**src/hw/rtl/f2h_pkg.sv**
```systemverilog
// Shared constants and conversion functions for the binary32/binary16 converter.
package f2h_pkg;

  localparam logic FUNC_NARROW = 1'b0;
  localparam logic FUNC_WIDEN  = 1'b1;

  localparam logic [15:0] H_INF      = 16'h7C00;
  localparam logic [15:0] H_QNAN_BIT = 16'h0200;

  // Narrow binary32 to binary16 with round to nearest even.
  function automatic logic [15:0] narrow(input logic [31:0] x);
    logic [15:0] sign;
    logic [7:0]  ef;
    logic [22:0] mant;
    logic [15:0] base;
    logic [12:0] rest;
    logic        inc;
    logic [7:0]  sh;
    logic [23:0] m24;
    logic [23:0] q;
    logic [23:0] rmask;
    logic [23:0] rem;
    logic [23:0] halfpt;
    logic [15:0] r;
    sign = {x[31], 15'd0};
    ef   = x[30:23];
    mant = x[22:0];
    base = '0;
    rest = '0;
    inc  = 1'b0;
    sh   = '0;
    m24  = {1'b1, mant};
    q    = '0;
    rmask  = '0;
    rem    = '0;
    halfpt = '0;
    if (ef == 8'hFF) begin
      r = sign | H_INF | ((mant != '0) ? H_QNAN_BIT : 16'd0);
    end else if (ef > 8'd142) begin
      r = sign | H_INF;
    end else if (ef >= 8'd113) begin
      // exponent rebias: ef - 127 + 15 = ef - 112
      base = {1'b0, 5'(ef - 8'd112), mant[22:13]};
      rest = mant[12:0];
      inc  = (rest > 13'h1000) || ((rest == 13'h1000) && base[0]);
      r    = sign | (base + {15'd0, inc});
    end else if (ef == 8'd0) begin
      r = sign;
    end else begin
      // shift = -1 - (ef - 127) = 126 - ef, here 14..125
      sh = 8'd126 - ef;
      if (sh > 8'd24) begin
        r = sign;
      end else begin
        q      = m24 >> sh[4:0];
        rmask  = (24'd1 << sh[4:0]) - 24'd1;
        rem    = m24 & rmask;
        halfpt = 24'd1 << (sh[4:0] - 5'd1);
        if ((rem > halfpt) || ((rem == halfpt) && q[0]))
          q = q + 24'd1;
        r = sign | q[15:0];
      end
    end
    return r;
  endfunction

  // Widen binary16 to binary32 exactly.
  function automatic logic [31:0] widen(input logic [15:0] h);
    logic [4:0]  ef;
    logic [9:0]  mant;
    logic [3:0]  lz;
    logic [10:0] m;
    logic [31:0] r;
    ef   = h[14:10];
    mant = h[9:0];
    lz   = 4'd0;
    // leading-zero count over the ten mantissa bits
    for (int i = 0; i < 10; i++) begin
      if (mant[i]) lz = 4'(9 - i);
    end
    m = {1'b0, mant} << (lz + 4'd1);
    if (ef == 5'd0) begin
      if (mant == '0)
        r = {h[15], 31'd0};
      else
        r = {h[15], 8'(8'd112 - {4'd0, lz}), m[9:0], 13'd0};
    end else if (ef == 5'd31) begin
      r = {h[15], 8'hFF, mant, 13'd0};
    end else begin
      r = {h[15], 8'({3'd0, ef} + 8'd112), mant, 13'd0};
    end
    return r;
  endfunction

endpackage

```
**src/hw/rtl/fp32_fp16_converter_core.sv**
```systemverilog
// Top level of the binary32/binary16 format converter.
//
// Command channel: drive func and operand with start high; a word is taken
// at any rising edge where start is high and busy is low. busy is tied low,
// so a new word may be issued every cycle.
// func 0 narrows binary32 to binary16 (round to nearest even), result in the
// low 16 bits with the upper half zero; func 1 widens binary16 (operand low
// 16 bits) to binary32 exactly.
// Result channel: result is valid for exactly one cycle with done high, in the
// cycle after the word is taken. Throughput is one word per cycle, with a
// single conversion stage between the command inputs and the result register.
// The receiver cannot stall; each result is taken in the cycle it appears.
// Synchronous reset clears done; the result register is not reset and holds
// its last word between strobes.
module fp32_fp16_converter_core
  import f2h_pkg::*;
(
  input  logic        clk,
  input  logic        rst,
  input  logic        start,
  output logic        busy,
  input  logic        func,
  input  logic [31:0] operand,
  output logic        done,
  output logic [31:0] result
);

  logic [31:0] result_next;

  assign busy = 1'b0;

  // Select the conversion direction.
  always_comb begin
    if (func == FUNC_WIDEN)
      result_next = widen(operand[15:0]);
    else
      result_next = {16'd0, narrow(operand)};
  end

  // Register the result and its strobe.
  always_ff @(posedge clk) begin
    if (rst) begin
      done <= 1'b0;
    end else begin
      done <= start && !busy;
    end
    if (start && !busy)
      result <= result_next;
  end

  a_done_follows_start: assert property (@(posedge clk) disable iff (rst)
    (start && !busy) |=> done) else $error("missing result strobe");
  a_no_spurious_done: assert property (@(posedge clk) disable iff (rst)
    !(start && !busy) |=> !done) else $error("result strobe without command");
  a_narrow_upper_zero: assert property (@(posedge clk) disable iff (rst)
    (start && !busy && func == FUNC_NARROW) |=> (result[31:16] == 16'd0))
    else $error("narrowed result has upper bits set");

endmodule

```
**config.mk**
```make
export PLATFORM = sky130hd
export DESIGN_NAME = fp32_fp16_converter_core
export DESIGN_NICKNAME = d
export VERILOG_FILES = /design/src/hw/rtl/f2h_pkg.sv /design/src/hw/rtl/fp32_fp16_converter_core.sv
export SDC_FILE = /design/constraint.sdc
export NUM_CORES = 1
export LEC_CHECK = 0
export BUFFER_PORTS_ARGS = -buffer_cell sky130_fd_sc_hd__buf_2
export CORE_MARGIN = 10
export CORE_UTILIZATION = 55
export CTS_CLUSTER_SIZE = 28
export DETAILED_ROUTE_END_ITERATION = 8
export GPL_ROUTABILITY_DRIVEN = 0
export GPL_TIMING_DRIVEN = 0
export PLACE_DENSITY = 0.87
export SLEW_MARGIN = 40
export SYNTH_ARGS = -nofsm -noshare
export SYNTH_HDL_FRONTEND = slang
export SYNTH_SLANG_ARGS = --single-unit
```
**constraint.sdc**
```tcl
create_clock -name clk -period 13.2 [get_ports clk]
set_clock_uncertainty 0.05 [all_clocks]
set_input_delay 0 -clock clk [delete_from_list [all_inputs] [get_ports clk]]
set_output_delay 0 -clock clk [all_outputs]
set_load 0.005 [all_outputs]
```
Word-level counts from Yosys, hierarchy flattened

Index checks and enable logic that the tools add are counted.

Add/sub/neg operators: 9
Multiply operators: 0
Div/mod/pow operators: 0
Magnitude comparators: 5
Eq/ne operators: 4
Shift operators: 4
Multiplexer cells: 28
Bitwise operators: 4
Reductions and logical operators: 8

Operators with widths:

| operator                                                           | number |
|---|---|
| 2-to-1 mux 16 bit                                                  | 13 |
| 2-to-1 mux 31 bit                                                  | 3 |
| << shifter 1 x 5 -> 24 bit (first input constant)                  | 2 |
| 2-to-1 mux 4 bit                                                   | 11 |
| OR 16 bit                                                          | 2 |
| AND 24 bit                                                         | 1 |
| == test 24 bit                                                     | 1 |
| > comparator 24 bit                                                | 1 |
| right shift 24 x 5 -> 16 bit                                       | 1 |
| subtractor 24 x 1 -> 24 bit (second input constant)                | 1 |
| nonzero test 23 bit                                                | 1 |
| adder 15 x 1 -> 16 bit                                             | 1 |
| adder 16 x 1 -> 16 bit (second input constant)                     | 1 |
| OR 16 x 10 -> 16 bit                                               | 1 |
| == test 13 bit (second input constant)                             | 1 |
| > comparator 13 bit (second input constant)                        | 1 |
| logical NOT 10 bit                                                 | 1 |
| 2-to-1 mux 10 bit                                                  | 1 |
| << shifter 10 x 4 -> 10 bit                                        | 1 |
| adder 5 x 7 -> 8 bit (second input constant)                       | 1 |
| == test 8 bit (second input constant)                              | 1 |
| greater-or-equal comparator 8 x 7 -> 1 bit (second input constant) | 1 |
| > comparator 8 x 5 -> 1 bit (second input constant)                | 1 |
| > comparator 8 bit (second input constant)                         | 1 |
| 10 further kinds                                                   | 12 |

Register bits: 33
Bits in latches: 0
Bits in writable memories: 0
Bits in read-only memories: 0
Input bits: 36
Memories: 0

Logic depth before layout (Yosys ltp)

Depth after elaboration: 21
Mapped depth: 24

Worst setup path before layout

OpenSTA, ideal clock, no wires.

Path kind: input-to-reg
From: in operand[23]
To: reg result[11], data pin
Arrival: 5.052 ns
Path slack: 7.833 ns
Cell stages on the path: 24
Path through: ha_1 > buf_4 > nand3_1 > xnor2_2 > buf_2 > buf_2 > nor2_1 > nand3_1 > ha_1 > o31ai_1 > a221oi_2 > nand2_1 > a211oi_1 > nand4b_1 > nand3_1 > ha_1 > nand4_1 > nor3_1 > a22oi_1 > o211ai_1 > a211oi_1 > nand3b_2 > mux2i_1 > or3_1

Word-level cells in the longest chain between the ends: 21
Elaborated cells on any way between the ends: 34

Ends and longest elaborated chain:

| what                                                                 | RTL line                       | source |
|---|---|---|
| start: declaration                                                   | fp32_fp16_converter_core.sv:23 | `input logic [31:0] operand,` |
| branches (longest 19 deep; another with subtractor 24 x 1 -> 24 bit) | -                              |  |
| 2-to-1 mux 16 bit (*)                                                | f2h_pkg.sv:37                  | `if (ef == 8'hFF) begin` |
| 2-to-1 mux 16 bit (*)                                                | fp32_fp16_converter_core.sv:34 | `if (func == FUNC_WIDEN)` |
| end signal: assignment                                               | fp32_fp16_converter_core.sv:48 | `result <= result_next;` |
| end: declaration                                                     | fp32_fp16_converter_core.sv:25 | `output logic [31:0] result` |

Every way passes the cells marked *. The select of a mux whose other input is x is not followed.
A chain may end at the register's enable or synchronous reset.

Final worst setup path

Ends and elaborated chain as after synthesis.

==> results.ini <==
[sta]
fin_tns_setup_ps = 0
hold_violations = 0
period_needed_ps = 6470
rsz0062_at_grt = false
relSlewSlack_pct = 47.8
max_freq_ghz = 0.155
setup_viol = 0
finalCritPeriodShare_pct = 49.0
worstMarginPinSlew_ps = 771
drv_slew = 0

[power_and_ir_drop]
switchingPower_w = 0.000195
p_clk_share_pct = 21.3
cellPowerDensity_nw_per_um2 = 74.8
p_seq_share_pct = 25.3
finalPower_w = 0.000483
internal_power_w = 0.000288
p_leak_nw = 2.54
combinationalPowerShare_pct = 53.4
p_sw_share_pct = 40.3
ir_drop_mv = 0.101

[synthesis]
synthTopCellsByArea = edfxtp_1 (16%), ha_1 (9.2%), mux2i_1 (7.9%), mux4_2 (6.9%), nand2_1 (6.3%)
yosys_warnings = 0
ys.flop_type = edfxtp_1
synth.avg_cell_area_um2 = 7.89
synth_mux_area_share_pct = 16.5
synth_top_area_share_pct = 15.9
synth-seq-cells = 32
synth-simple-area-share_pct = 27.4
yosys.area_share.xor_xnor_pct = 5.54
synth_top_area_cell = edfxtp_1
ys_types = 85
syn-cell-area_um2 = 5840
netlist_instances = 741
synth_top_family_by_area = simple AND/OR/NAND/NOR gates
synthArstFlopShare_pct = 0
synth_nets = 820
synth_compound_area_share_pct = 18.7
synth_edf_count = 31
synthAdderAreaFrac_pct = 9.21
ys_seq_area_share_pct = 16.3

[routing]
num_vias = 6307
viasPerCell = 6.69
wirelength_um = 18900
drt-pass1-iter-count = 8
antenna_left = 0
drt_iter0_markers = 928
drcViolationCount = 0
avgRoutedWirePerCell_um = 20.1

[min_path]
hold_class = in -> reg

[clock_tree]
h-tree-depth = 2
cts-root-buf = clkbuf_8
clock_sinks = 32
clock_path_buffers = 2
cts_resized = 0
cts_buffers = 5
cts_tree = done
clk_pin_slew_ps = 60

[worst_setup_path]
crit_type = in -> reg
cp-start-kind = input port
crit_required_ps = 13180
cp-startpoint = operand[23]
crit_end = result[11]
worstSetupEndpointType = flop
cp_max_fo = 10
arrival_ps = 6450

[cells_and_area]
final_area_um2 = 6460
fin_nets = 885
syn2layout_area_growth_pct = 10.5
fill_cells = 916
n_antenna_cell = 0
final_layout_size_suffix_gt1_share_pct = 17.6

[die]
start_util_pct = 56.6
die_y_um = 123
design.die.area_um2 = 15100
rows = 37
core_area_um2 = 10300
dieWidth_um = 123
ios = 70

[flow_run]
maxCapViolCount = 0

[placed_design]
placed_area_um2 = 6310
dp_hpwl_um = 14500
io_buffer_count = 57

[global_route]
overflow = 0
antenna_found_initial = 0
grt_first_pass_wirelength_um = 29800
grt_pass1_vias = 5822
grt.total_usage_pct = 24.0
grt_max_degree = 33

[run_status]
status = finished, final reports clean

what timing repair did:
item / 4_1_cts / 5_1_grt
hold buffers: 1 / 0
setup endpoints to repair: 0 / 0
buffers inserted: 0 / 0
endpoints found under the hold margin: 1 / 0
through the flow:
| stage | hold WS [ps] | utilization, % | std cells | worst slack [ps] |
|---|---|---|---|---|
| detailed placement | 115 | 61.1 | 934 | 6710 |
| global route | 127 | 62.6 | 943 | 6540 |
| floorplan | 21.6 | - | 741 | 7830 |
| global placement | 108 | 61.0 | 934 | 6570 |
| finish | 129 | 62.6 | 943 | 6730 |
| CTS | 115 | 62.5 | 943 | 7000 |
area by class of cell:
cell class / instances / area (um^2) / share of cell area, %
Inverter: 18 / 67.6 / 1.05
Buffer: 57 / 294 / 4.55
Clock inverter: 1 / 30.0 / 0.465
Sequential cell: 32 / 951 / 14.7
Timing Repair Buffer: 58 / 295 / 4.57
Multi-Input combinational cell: 634 / 4550 / 70.5
Tap cell: 136 / 170 / 2.64
Clock buffer: 7 / 96.3 / 1.49
worst min-delay path by stage:
stage / startpoint / endpoint / slack, ps / cells past startpoint
after floorplan: rst / done / 20 / 1
after global placement: rst / done / 110 / 2
after detailed placement: rst / done / 110 / 2
after CTS: operand[10] / result[23] / 110 / 2
after global routing: operand[10] / result[23] / 130 / 2
final: operand[10] / result[23] / 130 / 2
power groups by stage:
stage               clock, W  combinational (W)  sequential [W]
finish              0.000103           0.000258        0.000122
global route        0.000108           0.000278        0.000123
CTS                 0.000102           0.000249        0.000122
detailed placement         0           0.000247        0.000125
global placement           0           0.000241        0.000124
floorplan                  0           0.000178        0.000126
flip-flops by register name, indices dropped and copies added, names as in the netlist:
register,count
done,1
result,31
cell usage after synthesis, drive strengths merged, types with 3 or more instances:
cell type,count
a21boi,8
o211ai,7
inv,17
nand3,30
nand2,99
clkbuf,31
o31ai,7
mux2,9
o22ai,9
o21a,11
nor3,25
a31oi,4
mux4,18
xor2,15
nor3b,4
nand4,12
buf,26
or3,6
edfxtp,31
nor2b,12
ha,43
nor2,66
mux2i,46
nor4,14
a21oi,46
nand2b,8
xnor2,19
nand4b,3
a211oi,4
nor4b,4
or2,6
o21ai,31
and2,16
o311ai,3
a21bo,3
a22oi,5
and3,5
logic make-up after synthesis:
| kind of cell | count (synthesis) |
|---|---|
| AOI/OAI and AO/OA | 163 |
| xor gates and xnor gates | 34 |
| adders and majority gates | 43 |
| buffers and inverters | 75 |
| DFF | 32 |
| muxes | 73 |
| other | 1 |
| and+or+nand+nor | 320 |
cells in the final DEF, fill, tap and decap left out, types with 18 or more instances in the layout:
| cell type | netlist | layout |
|---|---|---|
| nand3_1 | 30 | 30 |
| ha_1 | 43 | 43 |
| mux4_2 | 18 | 18 |
| buf_2 | 12 | 69 |
| mux2i_1 | 46 | 46 |
| nor3_1 | 25 | 25 |
| nand2_1 | 98 | 98 |
| edfxtp_1 | 31 | 31 |
| nor2_1 | 65 | 65 |
| o21ai_0 | 31 | 31 |
| a21oi_1 | 46 | 46 |
| clkbuf_1 | 31 | 31 |
worst max-delay path, stage by stage:
cell and delay, ps:
buf_2 210, ha_1 170, buf_4 180, nand3_1 250, xnor2_2 450, buf_2 310
buf_2 290, nor2_1 140, nand3_1 110, ha_1 280, o31ai_1 190, a221oi_2 370
nand2_1 190, a211oi_1 450, nand4b_1 180, nand3_1 90, ha_1 320, nand4_1 200
nor4_1 740, a211oi_2 340, nand3b_2 420, mux2i_1 180, or3_1 350
routing by layer:
layer  share of wire [%]  track usage [%]  vias up
met5                   0                0        -
met1                  37             30.3     2809
li1                    -                -     2870
met4                 5.5             12.9        0
met2                  44             38.5      525
met3                  13             4.28      103
No activity file was read; power rests on OpenSTA's default activity.
